[config.mk]
export PLATFORM = sky130hd
export DESIGN_NAME = rolling_code_receiver_check
export DESIGN_NICKNAME = d
export VERILOG_FILES = /design/src/design/rcrc_pkg.sv /design/src/design/rcrc_datapath.sv /design/src/design/rcrc_ctrl.sv /design/src/design/rolling_code_receiver_check.sv
export SDC_FILE = /design/constraint.sdc
export NUM_CORES = 2
export LEC_CHECK = 0
export BUFFER_PORTS_ARGS = -buffer_cell sky130_fd_sc_hd__buf_2
export CAP_MARGIN = 20
export CORE_MARGIN = 3
export CORE_UTILIZATION = 40
export DETAILED_ROUTE_END_ITERATION = 12
export PLACE_DENSITY = 0.51
export SYNTH_ARGS = -nofsm -noshare
export SYNTH_HDL_FRONTEND = slang
export SYNTH_HIERARCHICAL = 1
export SYNTH_SLANG_ARGS = --single-unit
[constraint.sdc]
create_clock -name clk_i -period 19.75 [get_ports clk_i]
set_input_delay 5.925 -clock clk_i [delete_from_list [all_inputs] [get_ports clk_i]]
set_output_delay 5.925 -clock clk_i [all_outputs]
set_load 0.1 [all_outputs]
[src/design/rcrc_pkg.sv]
package rcrc_pkg;

  localparam int unsigned RemoteSlots  = 16;
  localparam int unsigned HistoryDepth = 8;
  localparam int unsigned SlotW = $clog2(RemoteSlots);
  localparam int unsigned SavedW = $clog2(RemoteSlots + 1);
  localparam int unsigned HistW = $clog2(HistoryDepth);
  localparam int unsigned FillW = $clog2(HistoryDepth + 1);
  localparam int unsigned CntW = 20;
  localparam int unsigned FixW = 32;

  localparam logic [1:0] CfgMode     = 2'd0;
  localparam logic [1:0] CfgDebounce = 2'd1;
  localparam logic [1:0] CfgOpen     = 2'd2;
  localparam logic [1:0] CfgResync   = 2'd3;

  localparam logic [15:0] DebounceReset = 16'd500;
  localparam logic [18:0] OpenReset     = 19'h00020;
  localparam logic [18:0] ResyncReset   = 19'h08000;

  localparam logic [3:0] VDebounced     = 4'd0;
  localparam logic [3:0] VProgIgnored   = 4'd1;
  localparam logic [3:0] VNotArmed      = 4'd2;
  localparam logic [3:0] VReplay        = 4'd3;
  localparam logic [3:0] VOpened        = 4'd4;
  localparam logic [3:0] VFuture        = 4'd5;
  localparam logic [3:0] VResynced      = 4'd6;
  localparam logic [3:0] VPast          = 4'd7;
  localparam logic [3:0] VUnknown       = 4'd8;
  localparam logic [3:0] VProgrammed    = 4'd9;
  localparam logic [3:0] VLearned       = 4'd10;
  localparam logic [3:0] VNormalIgnored = 4'd11;
  localparam logic [3:0] VFull          = 4'd12;

  typedef struct packed {
    logic        action;
    logic [31:0] serial_fix;
    logic [19:0] key_count;
    logic [31:0] now_ticks;
  } key_t;

  typedef struct packed {
    logic [3:0] verdict;
    logic [3:0] remote_index;
    logic       opened;
  } verdict_t;

  typedef struct packed {
    logic [1:0]  index;
    logic [31:0] data;
  } cfg_t;

  // controller to datapath
  typedef struct packed {
    logic             load;        // capture key, compute gap
    logic             hist_write;  // write key into history at fill position
    logic             tbl_clear;   // clear scan results
    logic             tbl_step;    // evaluate table slot tbl_idx
    logic [SlotW-1:0] tbl_idx;
    logic             hist_step;   // evaluate history entry hist_idx
    logic [HistW-1:0] hist_idx;
    logic             commit;      // apply table updates, advance history
    logic             arm;
  } ctl_t;

  // datapath to controller
  typedef struct packed {
    logic              debounced;
    logic              mode;
    logic              armed;
    logic              action;
    logic [SavedW-1:0] saved;
    logic [HistW-1:0]  hf;
  } sts_t;

endpackage

[src/design/rcrc_datapath.sv]
module rcrc_datapath (
  input  logic             clk_i,
  input  logic             rst_ni,
  input  rcrc_pkg::key_t   key_i,
  input  logic             cfg_we_i,
  input  rcrc_pkg::cfg_t   cfg_i,
  input  rcrc_pkg::ctl_t   ctl_i,
  output rcrc_pkg::sts_t   sts_o,
  output logic [3:0]       verdict_o,
  output logic [3:0]       index_o,
  output logic             opened_o
);
  import rcrc_pkg::*;

  logic        mode_q;
  logic [15:0] deb_q;
  logic [18:0] open_q, resync_q;
  logic [31:0] last_q;
  logic        armed_q;
  logic [SavedW-1:0] saved_q;
  logic [FillW-1:0]  fill_q;
  logic        deb_hit_q;
  key_t        key_q;

  logic [FixW-1:0] rt_fix_q [RemoteSlots];
  logic [CntW-1:0] rt_cnt_q [RemoteSlots];
  logic [FixW-1:0] kh_fix_q [HistoryDepth];
  logic [CntW-1:0] kh_cnt_q [HistoryDepth];

  // scan results
  logic             known_q, future_q, op_q, found_q, hdone_q;
  logic [3:0]       verd_q;
  logic [SlotW-1:0] slot_q;

  logic [31:0]     gap;
  logic [CntW-1:0] d, hnext;
  logic [HistW-1:0] hf;
  logic            hit_fix;

  assign gap = key_i.now_ticks - last_q;
  assign hf = (fill_q >= FillW'(HistoryDepth - 1)) ? HistW'(HistoryDepth - 1)
                                                   : fill_q[HistW-1:0];
  assign d = key_q.key_count - rt_cnt_q[ctl_i.tbl_idx];
  assign hnext = kh_cnt_q[ctl_i.hist_idx] + 1'b1;
  assign hit_fix = kh_fix_q[ctl_i.hist_idx] == key_q.serial_fix;

  assign sts_o.debounced = deb_hit_q;
  assign sts_o.mode = mode_q;
  assign sts_o.armed = armed_q;
  assign sts_o.action = key_q.action;
  assign sts_o.saved = saved_q;
  assign sts_o.hf = hf;

  always_comb begin
    if (!known_q) begin
      verdict_o = found_q ? VProgrammed : VUnknown;
      index_o = found_q ? 4'(saved_q) : 4'd0;
      opened_o = found_q;
    end else if (future_q && found_q) begin
      verdict_o = VResynced;
      index_o = 4'(slot_q);
      opened_o = 1'b1;
    end else begin
      verdict_o = verd_q;
      index_o = (verd_q == VOpened || verd_q == VFuture) ? 4'(slot_q) : 4'd0;
      opened_o = op_q;
    end
  end

  always_ff @(posedge clk_i or negedge rst_ni) begin
    if (!rst_ni) begin
      mode_q <= 1'b0;
      deb_q <= DebounceReset;
      open_q <= OpenReset;
      resync_q <= ResyncReset;
      last_q <= '0;
      armed_q <= 1'b0;
      saved_q <= '0;
      fill_q <= '0;
      deb_hit_q <= 1'b0;
    end else begin
      if (cfg_we_i) begin
        unique case (cfg_i.index)
          CfgMode:     mode_q <= cfg_i.data[0];
          CfgDebounce: deb_q <= cfg_i.data[15:0];
          CfgOpen:     open_q <= cfg_i.data[18:0];
          CfgResync:   resync_q <= cfg_i.data[18:0];
          default: ;
        endcase
      end
      if (ctl_i.load) begin
        last_q <= key_i.now_ticks;
        deb_hit_q <= gap < 32'(deb_q);
      end
      if (ctl_i.arm) armed_q <= 1'b1;
      if (ctl_i.commit) begin
        if (!known_q && found_q) saved_q <= saved_q + 1'b1;
        if (fill_q < FillW'(HistoryDepth - 1)) fill_q <= fill_q + 1'b1;
        else fill_q <= FillW'(HistoryDepth - 1);
      end
    end
  end

  always_ff @(posedge clk_i) begin
    if (ctl_i.load) key_q <= key_i;
    if (ctl_i.hist_write) begin
      kh_fix_q[hf] <= key_q.serial_fix;
      kh_cnt_q[hf] <= key_q.key_count;
    end
    if (ctl_i.tbl_clear) begin
      known_q <= 1'b0; future_q <= 1'b0; op_q <= 1'b0;
      found_q <= 1'b0; hdone_q <= 1'b0;
      verd_q <= VUnknown; slot_q <= '0;
    end
    if (ctl_i.tbl_step && rt_fix_q[ctl_i.tbl_idx] == key_q.serial_fix) begin
      known_q <= 1'b1;
      if (d == '0) begin
        verd_q <= VReplay; slot_q <= '0; op_q <= 1'b0; future_q <= 1'b0;
      end else if (d <= CntW'(open_q)) begin
        rt_cnt_q[ctl_i.tbl_idx] <= key_q.key_count;
        verd_q <= VOpened; slot_q <= ctl_i.tbl_idx; op_q <= 1'b1; future_q <= 1'b0;
      end else if (d <= CntW'(resync_q)) begin
        verd_q <= VFuture; slot_q <= ctl_i.tbl_idx; op_q <= 1'b0; future_q <= 1'b1;
      end else begin
        verd_q <= VPast; slot_q <= '0; op_q <= 1'b0; future_q <= 1'b0;
      end
    end
    // history walk, newest first; learning stops at first serial match
    if (ctl_i.hist_step && !hdone_q && hit_fix) begin
      if (known_q) begin
        if (future_q && hnext == key_q.key_count) begin
          found_q <= 1'b1; hdone_q <= 1'b1;
        end
      end else if (saved_q < SavedW'(RemoteSlots)) begin
        hdone_q <= 1'b1;
        if (hnext == key_q.key_count) found_q <= 1'b1;
      end
    end
    if (ctl_i.commit) begin
      if (known_q && future_q && found_q) rt_cnt_q[slot_q] <= key_q.key_count;
      if (!known_q && found_q) begin
        rt_fix_q[saved_q[SlotW-1:0]] <= key_q.serial_fix;
        rt_cnt_q[saved_q[SlotW-1:0]] <= key_q.key_count;
      end
      if (fill_q >= FillW'(HistoryDepth - 1)) begin
        for (int i = 1; i < HistoryDepth; i++) begin
          kh_fix_q[i-1] <= kh_fix_q[i];
          kh_cnt_q[i-1] <= kh_cnt_q[i];
        end
        kh_fix_q[HistoryDepth-1] <= '0;
        kh_cnt_q[HistoryDepth-1] <= '0;
      end
    end
  end

endmodule

[src/design/rcrc_ctrl.sv]
module rcrc_ctrl (
  input  logic           clk_i,
  input  logic           rst_ni,
  input  logic           start_i,
  output logic           busy_o,
  input  rcrc_pkg::sts_t sts_i,
  output rcrc_pkg::ctl_t ctl_o,
  output logic           done_o,
  output logic [3:0]     fixed_verdict_o,
  output logic           use_fixed_o
);
  import rcrc_pkg::*;

  typedef enum logic [2:0] {
    StIdle, StDecide, StTable, StHist, StCommit
  } state_e;

  state_e state_q;
  logic [SlotW-1:0] tidx_q;
  logic [HistW-1:0] hidx_q;

  always_comb begin
    ctl_o = '0;
    ctl_o.load = (state_q == StIdle) && start_i;
    ctl_o.tbl_idx = tidx_q;
    ctl_o.hist_idx = hidx_q - 1'b1;
    ctl_o.tbl_clear = state_q == StDecide;
    ctl_o.hist_write = (state_q == StDecide) && !sts_i.debounced && !sts_i.mode
                       && !sts_i.action && sts_i.armed;
    ctl_o.tbl_step = (state_q == StTable) && (SavedW'(tidx_q) < sts_i.saved);
    ctl_o.hist_step = (state_q == StHist) && (hidx_q != '0);
    ctl_o.commit = state_q == StCommit;
    ctl_o.arm = (state_q == StDecide) && !sts_i.debounced && sts_i.mode
                && !sts_i.armed && sts_i.action;
  end

  assign busy_o = state_q != StIdle;

  always_ff @(posedge clk_i or negedge rst_ni) begin
    if (!rst_ni) begin
      state_q <= StIdle;
      tidx_q <= '0;
      hidx_q <= '0;
      done_o <= 1'b0;
      use_fixed_o <= 1'b0;
      fixed_verdict_o <= VDebounced;
    end else begin
      unique case (state_q)
        StIdle: begin
          done_o <= 1'b0;
          if (start_i) state_q <= StDecide;
        end
        StDecide: begin
          priority if (sts_i.debounced) begin
            use_fixed_o <= 1'b1;
            fixed_verdict_o <= VDebounced; done_o <= 1'b1; state_q <= StIdle;
          end else if (sts_i.mode) begin
            use_fixed_o <= 1'b1;
            fixed_verdict_o <= sts_i.armed ? VFull
                             : (sts_i.action ? VLearned : VNormalIgnored);
            done_o <= 1'b1; state_q <= StIdle;
          end else if (sts_i.action) begin
            use_fixed_o <= 1'b1;
            fixed_verdict_o <= VProgIgnored; done_o <= 1'b1; state_q <= StIdle;
          end else if (!sts_i.armed) begin
            use_fixed_o <= 1'b1;
            fixed_verdict_o <= VNotArmed; done_o <= 1'b1; state_q <= StIdle;
          end else begin
            use_fixed_o <= 1'b0; done_o <= 1'b0; tidx_q <= '0; state_q <= StTable;
          end
        end
        StTable: begin
          done_o <= 1'b0;
          if (tidx_q == SlotW'(RemoteSlots - 1)) begin
            hidx_q <= sts_i.hf; state_q <= StHist;
          end else tidx_q <= tidx_q + 1'b1;
        end
        StHist: begin
          done_o <= 1'b0;
          if (hidx_q == '0) state_q <= StCommit;
          else hidx_q <= hidx_q - 1'b1;
        end
        StCommit: begin
          done_o <= 1'b1; state_q <= StIdle;
        end
        default: begin
          done_o <= 1'b0; state_q <= StIdle;
        end
      endcase
    end
  end

endmodule

[src/design/rolling_code_receiver_check.sv]
// Rolling-code receiver check. Pulse start with a key on key_i while busy
// is low; the verdict appears on result_o for exactly one cycle with
// result_valid_o high and cannot be stalled, so the receiver must take it.
// Keys that end early (debounced, programming, disarmed) skip the scan; a
// full check runs the one-slot-per-cycle table scan over all RemoteSlots
// slots, followed by the newest-first history walk over the history fill
// (history fill at most 7 with 8 history entries).
// Configuration writes via cfg_valid_i/cfg_ready_o are accepted at any time
// but must only be issued while the block is idle.
module rolling_code_receiver_check (
  input  logic                clk_i,
  input  logic                rst_ni,
  input  logic                start,
  output logic                busy,
  input  rcrc_pkg::key_t      key_i,
  output logic                result_valid_o,
  output rcrc_pkg::verdict_t  result_o,
  input  logic                cfg_valid_i,
  output logic                cfg_ready_o,
  input  rcrc_pkg::cfg_t      cfg_i
);
  import rcrc_pkg::*;

  ctl_t ctl;
  sts_t sts;
  logic [3:0] dp_verdict, dp_index, fixed_verdict;
  logic dp_opened, use_fixed, done;

  assign cfg_ready_o = 1'b1;

  rcrc_ctrl u_ctrl (
    .clk_i, .rst_ni, .start_i(start), .busy_o(busy),
    .sts_i(sts), .ctl_o(ctl), .done_o(done),
    .fixed_verdict_o(fixed_verdict), .use_fixed_o(use_fixed)
  );

  rcrc_datapath u_dp (
    .clk_i, .rst_ni, .key_i, .cfg_we_i(cfg_valid_i), .cfg_i,
    .ctl_i(ctl), .sts_o(sts),
    .verdict_o(dp_verdict), .index_o(dp_index), .opened_o(dp_opened)
  );

  // verdict is sampled when the commit step ends, before state updates land
  always_ff @(posedge clk_i or negedge rst_ni) begin
    if (!rst_ni) begin
      result_valid_o <= 1'b0;
    end else begin
      result_valid_o <= done;
    end
  end

  // captures the datapath verdict at commit, or the fixed verdict of an early end
  always_ff @(posedge clk_i) begin
    if (ctl.commit) begin
      result_o <= '{verdict: dp_verdict, remote_index: dp_index, opened: dp_opened};
    end else if (done && use_fixed) begin
      result_o <= '{verdict: fixed_verdict, remote_index: 4'd0, opened: 1'b0};
    end
  end

endmodule
---- After elaboration in Yosys (flattened, before gate mapping) ----
Memory sizes are Yosys's and may differ from the RTL's.
Index checks and enable logic that the tools add are counted.
word-level totals
  flip-flop bits (word level) ............. 190
  bits in writable memories ............... 1248
  bits of input ports ..................... 123
  output and inout port bits .............. 12
  word-level logic and storage cells ...... 214
  memories ................................ 4
memory list
  name           depth  width  rd ports  clocked after memory_dff  write ports  line                 source
  u_dp.rt_fix_q  16     32     1         0                         1            rcrc_datapath.sv:25  logic [FixW-1:0] rt_fix_q [RemoteSlots];
  u_dp.rt_cnt_q  16     20     1         0                         1            rcrc_datapath.sv:26  logic [CntW-1:0] rt_cnt_q [RemoteSlots];
  u_dp.kh_fix_q  8      32     8         0                         8            rcrc_datapath.sv:27  logic [FixW-1:0] kh_fix_q [HistoryDepth];
  u_dp.kh_cnt_q  8      20     8         0                         8            rcrc_datapath.sv:28  logic [CntW-1:0] kh_cnt_q [HistoryDepth];
operators by class
  $add $sub $neg .......................... 7
  order comparisons ....................... 7
  equal/unequal tests ..................... 23
  mux-type cells .......................... 95
  reductions and logical operators ........ 49
operators by type and width
  cell                                                             number
  4-bit two-way mux                                                28
  32-bit == test                                                   2
  20-bit two-way mux                                               3
  20-bit OR reduction                                              3
  1-bit two-way mux                                                44
  20-bit by 19-bit less-or-equal comparator with 1-bit output      2
  3-bit two-way mux                                                11
  32-bit by 16-bit less-than comparator with 1-bit output          1
  32-bit two-way mux                                               1
  32-bit OR reduction                                              1
  32-bit subtractor                                                1
  20-bit by 1-bit adder with 20-bit output, second input constant  1
  20-bit == test                                                   1
  20-bit zero test                                                 1
  20-bit subtractor                                                1
  1-bit logical AND                                                19
  9-bit two-way mux                                                2
  2-bit inequality test, second input constant                     8
  3-bit one-hot mux with 4 select lines                            1
  2-bit AND reduction                                              6
  4-bit by 1-bit adder with 4-bit output, second input constant    2
  4-bit by 3-bit == test with 1-bit output, second input constant  2
  4-bit one-hot mux with 2 select lines                            1
  2-bit nonzero test                                               4
  other kinds (24)                                                 35

---- Longest topological paths before layout ----
An unclocked memory read counts as a cell.
  word-level depth ........................ 9
  gate-level depth with buffers ........... 30
  mapped depth without buffers ............ 23

---- Modules after synthesis ----
The synthesis kept the hierarchy.
modules (own cells, without submodules)
  module                       times used  cells each  area each (sq um)  seq. area each (sq um)
  rcrc_datapath                1           3861        63188.1            41369.7
  rcrc_ctrl                    1           106         982.2              400.4
  rolling_code_receiver_check  1           23          424.2              295.3

---- Worst setup path before layout ----
No wires, ideal clock.
  kind .................................... input to register
  start point ............................. input port start
  end point ............................... register u_dp.deb_hit_q
  setup time .............................. 101 ps
  arrival time ............................ 9998 ps
  required time ........................... 19649 ps
  slack ................................... 9651 ps
  stages .................................. 11
  path buffers ............................ 1
  path through ............................ inv_1 nor2_1 clkbuf_1 nor2b_1 o311ai_0 nor4_1 o31ai_1 nor3_1 nand4_1 or4_1 o32ai_1
RTL lines
  what                    line                               source
  start: declaration      rolling_code_receiver_check.sv:13  input logic start,
  end signal: assignment  rcrc_datapath.sv:93                deb_hit_q <= gap < 32'(deb_q);
  end: declaration        rcrc_datapath.sv:22                logic deb_hit_q;

---- Worst setup path after layout ----
  start point ............................. input port key_i[2] (netlist name)
  end point ............................... register u_dp.deb_hit_q
on the way
  longest elaborated chain between the ends .. 2
ends and longest elaborated chain
  what                                                     line                               source
  start: declaration                                       rolling_code_receiver_check.sv:15  input rcrc_pkg::key_t key_i,
  32-bit subtractor                                        rcrc_datapath.sv:40                assign gap = key_i.now_ticks - last_q;
  32-bit by 16-bit less-than comparator with 1-bit output  rcrc_datapath.sv:93
Every way passes these cells.
A chain may end at the register's enable or synchronous reset.

==> impl_metrics.tcl <==
set metrics [dict create \
    start_util_pct 40.50 \
    min_path_cells 0 \
    worst_pin_slew_ns 1.102 \
    skew_ns 0.02490 \
    portBuffers 120 \
    avgSynthCellArea_um2 16.19 \
    antenna_found_initial 8 \
    status "completed" \
    p_leak_nw 26.67 \
    synth_top_area_cell "edfxtp_1" \
    p_sw_mw 2.885 \
    synth_edf_count 1268 \
    crit_fanout 5 \
    ctsResizeCount 0 \
    cts_tree "built" \
    yosysSeqAreaShare_pct 65.12 \
    syn_area_um2 64590 \
    clk_pin_slew_worst_paths_ns 0.06 \
    hpwl_um 94040 \
    grt-ovfl-total 0 \
    cp.required_ns 20.42 \
    min_path_type "flip-flop to flip-flop" \
    ys_types 105 \
    grt_pass1_vias 36510 \
    grt_usage_pct 19.51 \
    comb_power_share_pct 28.9 \
    root_buffer "clkbuf_16" \
    vias_per_cell 5.557 \
    dieArea_um2 166300 \
    period_minus_slack_ns 10.05 \
    nNetsFinal 4403 \
    crit_type "input port to flip-flop" \
    ys.flop_type "edfxtp_1" \
    grt_max_degree 167 \
    end_kind "flip-flop" \
    p_per_area_nw_per_um2 128.2 \
    timing.rr.end "u_dp/rt_cnt_q[4][12]" \
    maxSlewHeadroom_pct 26.55 \
    drt-initial-drc-count 3267 \
    ctsHtreeMaxLevel 4 \
    yosysTopAreaCellShare_pct 58.95 \
    cts_buffers 160 \
    die_w_um 407.9 \
    min_period_over_period_pct 50.89 \
    floorplan.rows 146 \
    reg2regPathDepth 25 \
    finalSetupTns_ns 0 \
    post_cts_buffers 0 \
    clock_path_buffers 3 \
    switching_share_pct 30.90 \
    cts_sinks 1438 \
    vias 35790 \
    dieHeight_um 407.9 \
    max_cap_viol_count 0 \
    io_pins 135 \
    yosysMostFrequentCell "edfxtp_1" \
    ys_ff_latch 1438 \
    multiInputGateArea_um2 20900 \
    min_to "result_valid_o" \
    postCtsHoldBufs 0 \
    start_kind "input port" \
    cp_data_arrival_time_ns 10.72 \
    ant_nets 0 \
    drive_gt1_share_pct 22.52 \
    power_mw 9.337 \
    synthCells 3990 \
    ys_warn_count 6 \
    remaining_drc_errors 0 \
    wire_per_inst_um 25.35 \
    clkLatencyLatePin_ns 0.78 \
    hold_slack_ns 0.4012 \
    internal_power_mw 6.452 \
    ys_top_cells_by_area "edfxtp_1 (59%), mux4_2 (12%), a21o_1 (4.5%), dfrtp_1 (4.1%), ha_1 (2.2%)" \
    syn2layout_area_growth_pct 12.75 \
    regArea_um2 42080 \
    setup-violations-final 0 \
    seqPwrFrac_pct 40.1 \
    core_area_um2 159500 \
    gp_congestion 0.8069 \
    n_fill_cell 13909 \
    placed_area_um2 67760 \
    async_flop_share_pct 7.997 \
    hold_viol 0 \
    r2r_slack_ns 10.94 \
    design_area_um2 72830 \
    wl_um 163300 \
    synthTopCellsByCount "edfxtp_1 (1,268), a21o_1 (390), mux4_2 (330)" \
    r2r_start "u_ctrl/tidx_q[0]" \
    p_clk_share_pct 31.1 \
    drt_first_pass_iters 5 \
    ir_drop_mv 0.1040 \
    syn_nets 4230 \
    grt_pass1_wl_um 242300 \
    rsz0062_at_grt "no" \
    drv_slew 0 \
    hold_start "u_ctrl/done_o" \
    max_freq_mhz 99.49 \
]
flip-flops by register name, summed over array words and instances (netlist names), 5 cells and up:
| signal | cells |
|---|---|
| u_dp/rt_fix_q | 512 |
| u_dp/rt_cnt_q | 320 |
| u_dp/kh_fix_q | 256 |
| u_dp/kh_cnt_q | 160 |
| u_dp/key_q | 52 |
| u_dp/last_q | 32 |
| u_dp/open_q | 19 |
| u_dp/resync_q | 19 |
| u_dp/deb_q | 16 |
| result_o | 9 |
| u_dp/saved_q | 5 |
per-layer routing:
metal  vias to the layer above  GRT usage [%]  part of all wire (%)
met5                         -              0                     0
met4                         0          5.077                   2.1
met3                       217          3.235                   5.1
met2                       908          31.07                    47
met1                     18696          27.92                    46
li1                      15969              -                     -
critical path, cell delays in order:
cell and delay [ns]:
buf_2 0.12, ha_1 0.36, o211ai_1 0.19, a21oi_1 0.10
o21ai_0 0.22, nand2_1 0.11, and3_1 0.18, nand2b_1 0.17
a21o_1 0.19, a21oi_1 0.18, xnor2_1 0.15, ha_1 0.27
a21oi_1 0.15, nor2b_1 0.05, o21ai_0 0.35, o2111ai_1 0.17
nor4_1 0.57, o31ai_1 0.19, nor3_1 0.22, nand4_1 0.12
or4_1 0.43, o32ai_1 0.29
per-stage QoR:
step | cells | setup WS, ns | utilization, %
final | 6440 | 9.699 | 45.67
after global routing | 6435 | 9.453 | 45.66
after CTS | 6434 | 9.766 | 45.66
after detailed placement | 6146 | 8.945 | 42.49
after global placement | 6146 | 8.908 | 42.49
after floorplan | 3990 | 9.651 | -
worst max path at each step:
| stage | from | end | slack, ns |
|---|---|---|---|
| floorplan | start | u_dp/deb_hit_q | 9.65 |
| global placement | key_i[2] | u_dp/deb_hit_q | 8.91 |
| detailed placement | key_i[2] | u_dp/deb_hit_q | 8.94 |
| CTS | key_i[2] | u_dp/deb_hit_q | 9.77 |
| global route | key_i[2] | u_dp/deb_hit_q | 9.45 |
| finish | key_i[2] | u_dp/deb_hit_q | 9.70 |
area by class of cell:
cell class / count / area share, %
Sequential cell: 1438 / 57.78
Timing Repair Buffer: 234 / 2.034
Inverter: 160 / 0.8453
Antenna cell: 5 / 0.01718
Tap cell: 2146 / 3.687
Multi-Input combinational cell: 2169 / 28.70
Clock buffer: 218 / 5.939
Clock inverter: 70 / 0.9947
power groups by stage:
| stage | sequential, mW | clock, mW | combinational [mW] |
|---|---|---|---|
| floorplan | 3.84 | 0 | 1.92 |
| global placement | 3.80 | 0 | 2.69 |
| detailed placement | 3.81 | 0 | 2.71 |
| CTS | 3.75 | 2.99 | 2.72 |
| global route | 3.76 | 3.11 | 2.99 |
| finish | 3.74 | 2.90 | 2.70 |
cell usage in the layout, fill, tap and decap left out, types with 87 or more instances in the layout:
cell type / synthesis / final
buf_4: 25 / 112
ha_1: 115 / 115
dfrtp_1: 107 / 103
mux2i_1: 99 / 99
o21ai_0: 98 / 87
a21oi_1: 129 / 129
inv_1: 157 / 154
buf_2: 28 / 120
a21o_1: 390 / 390
clkbuf_16: 0 / 163
edfxtp_1: 1268 / 1268
mux4_2: 330 / 330
nand2_1: 246 / 245
cells by family (layout without fill, tap and decap cells):
logic type,after synthesis,after routing,share of synthesized area [%]
flops,1438,1438,65.12
compound gates,779,779,8.261
simple gates,629,629,4.941
mux,525,525,14.97
buf+inv,383,682,2.811
xor+xnor,118,118,1.600
fa+ha+maj,117,117,2.290
other cells,1,6,0.005805
No activity file was read; power rests on OpenSTA's default activity.
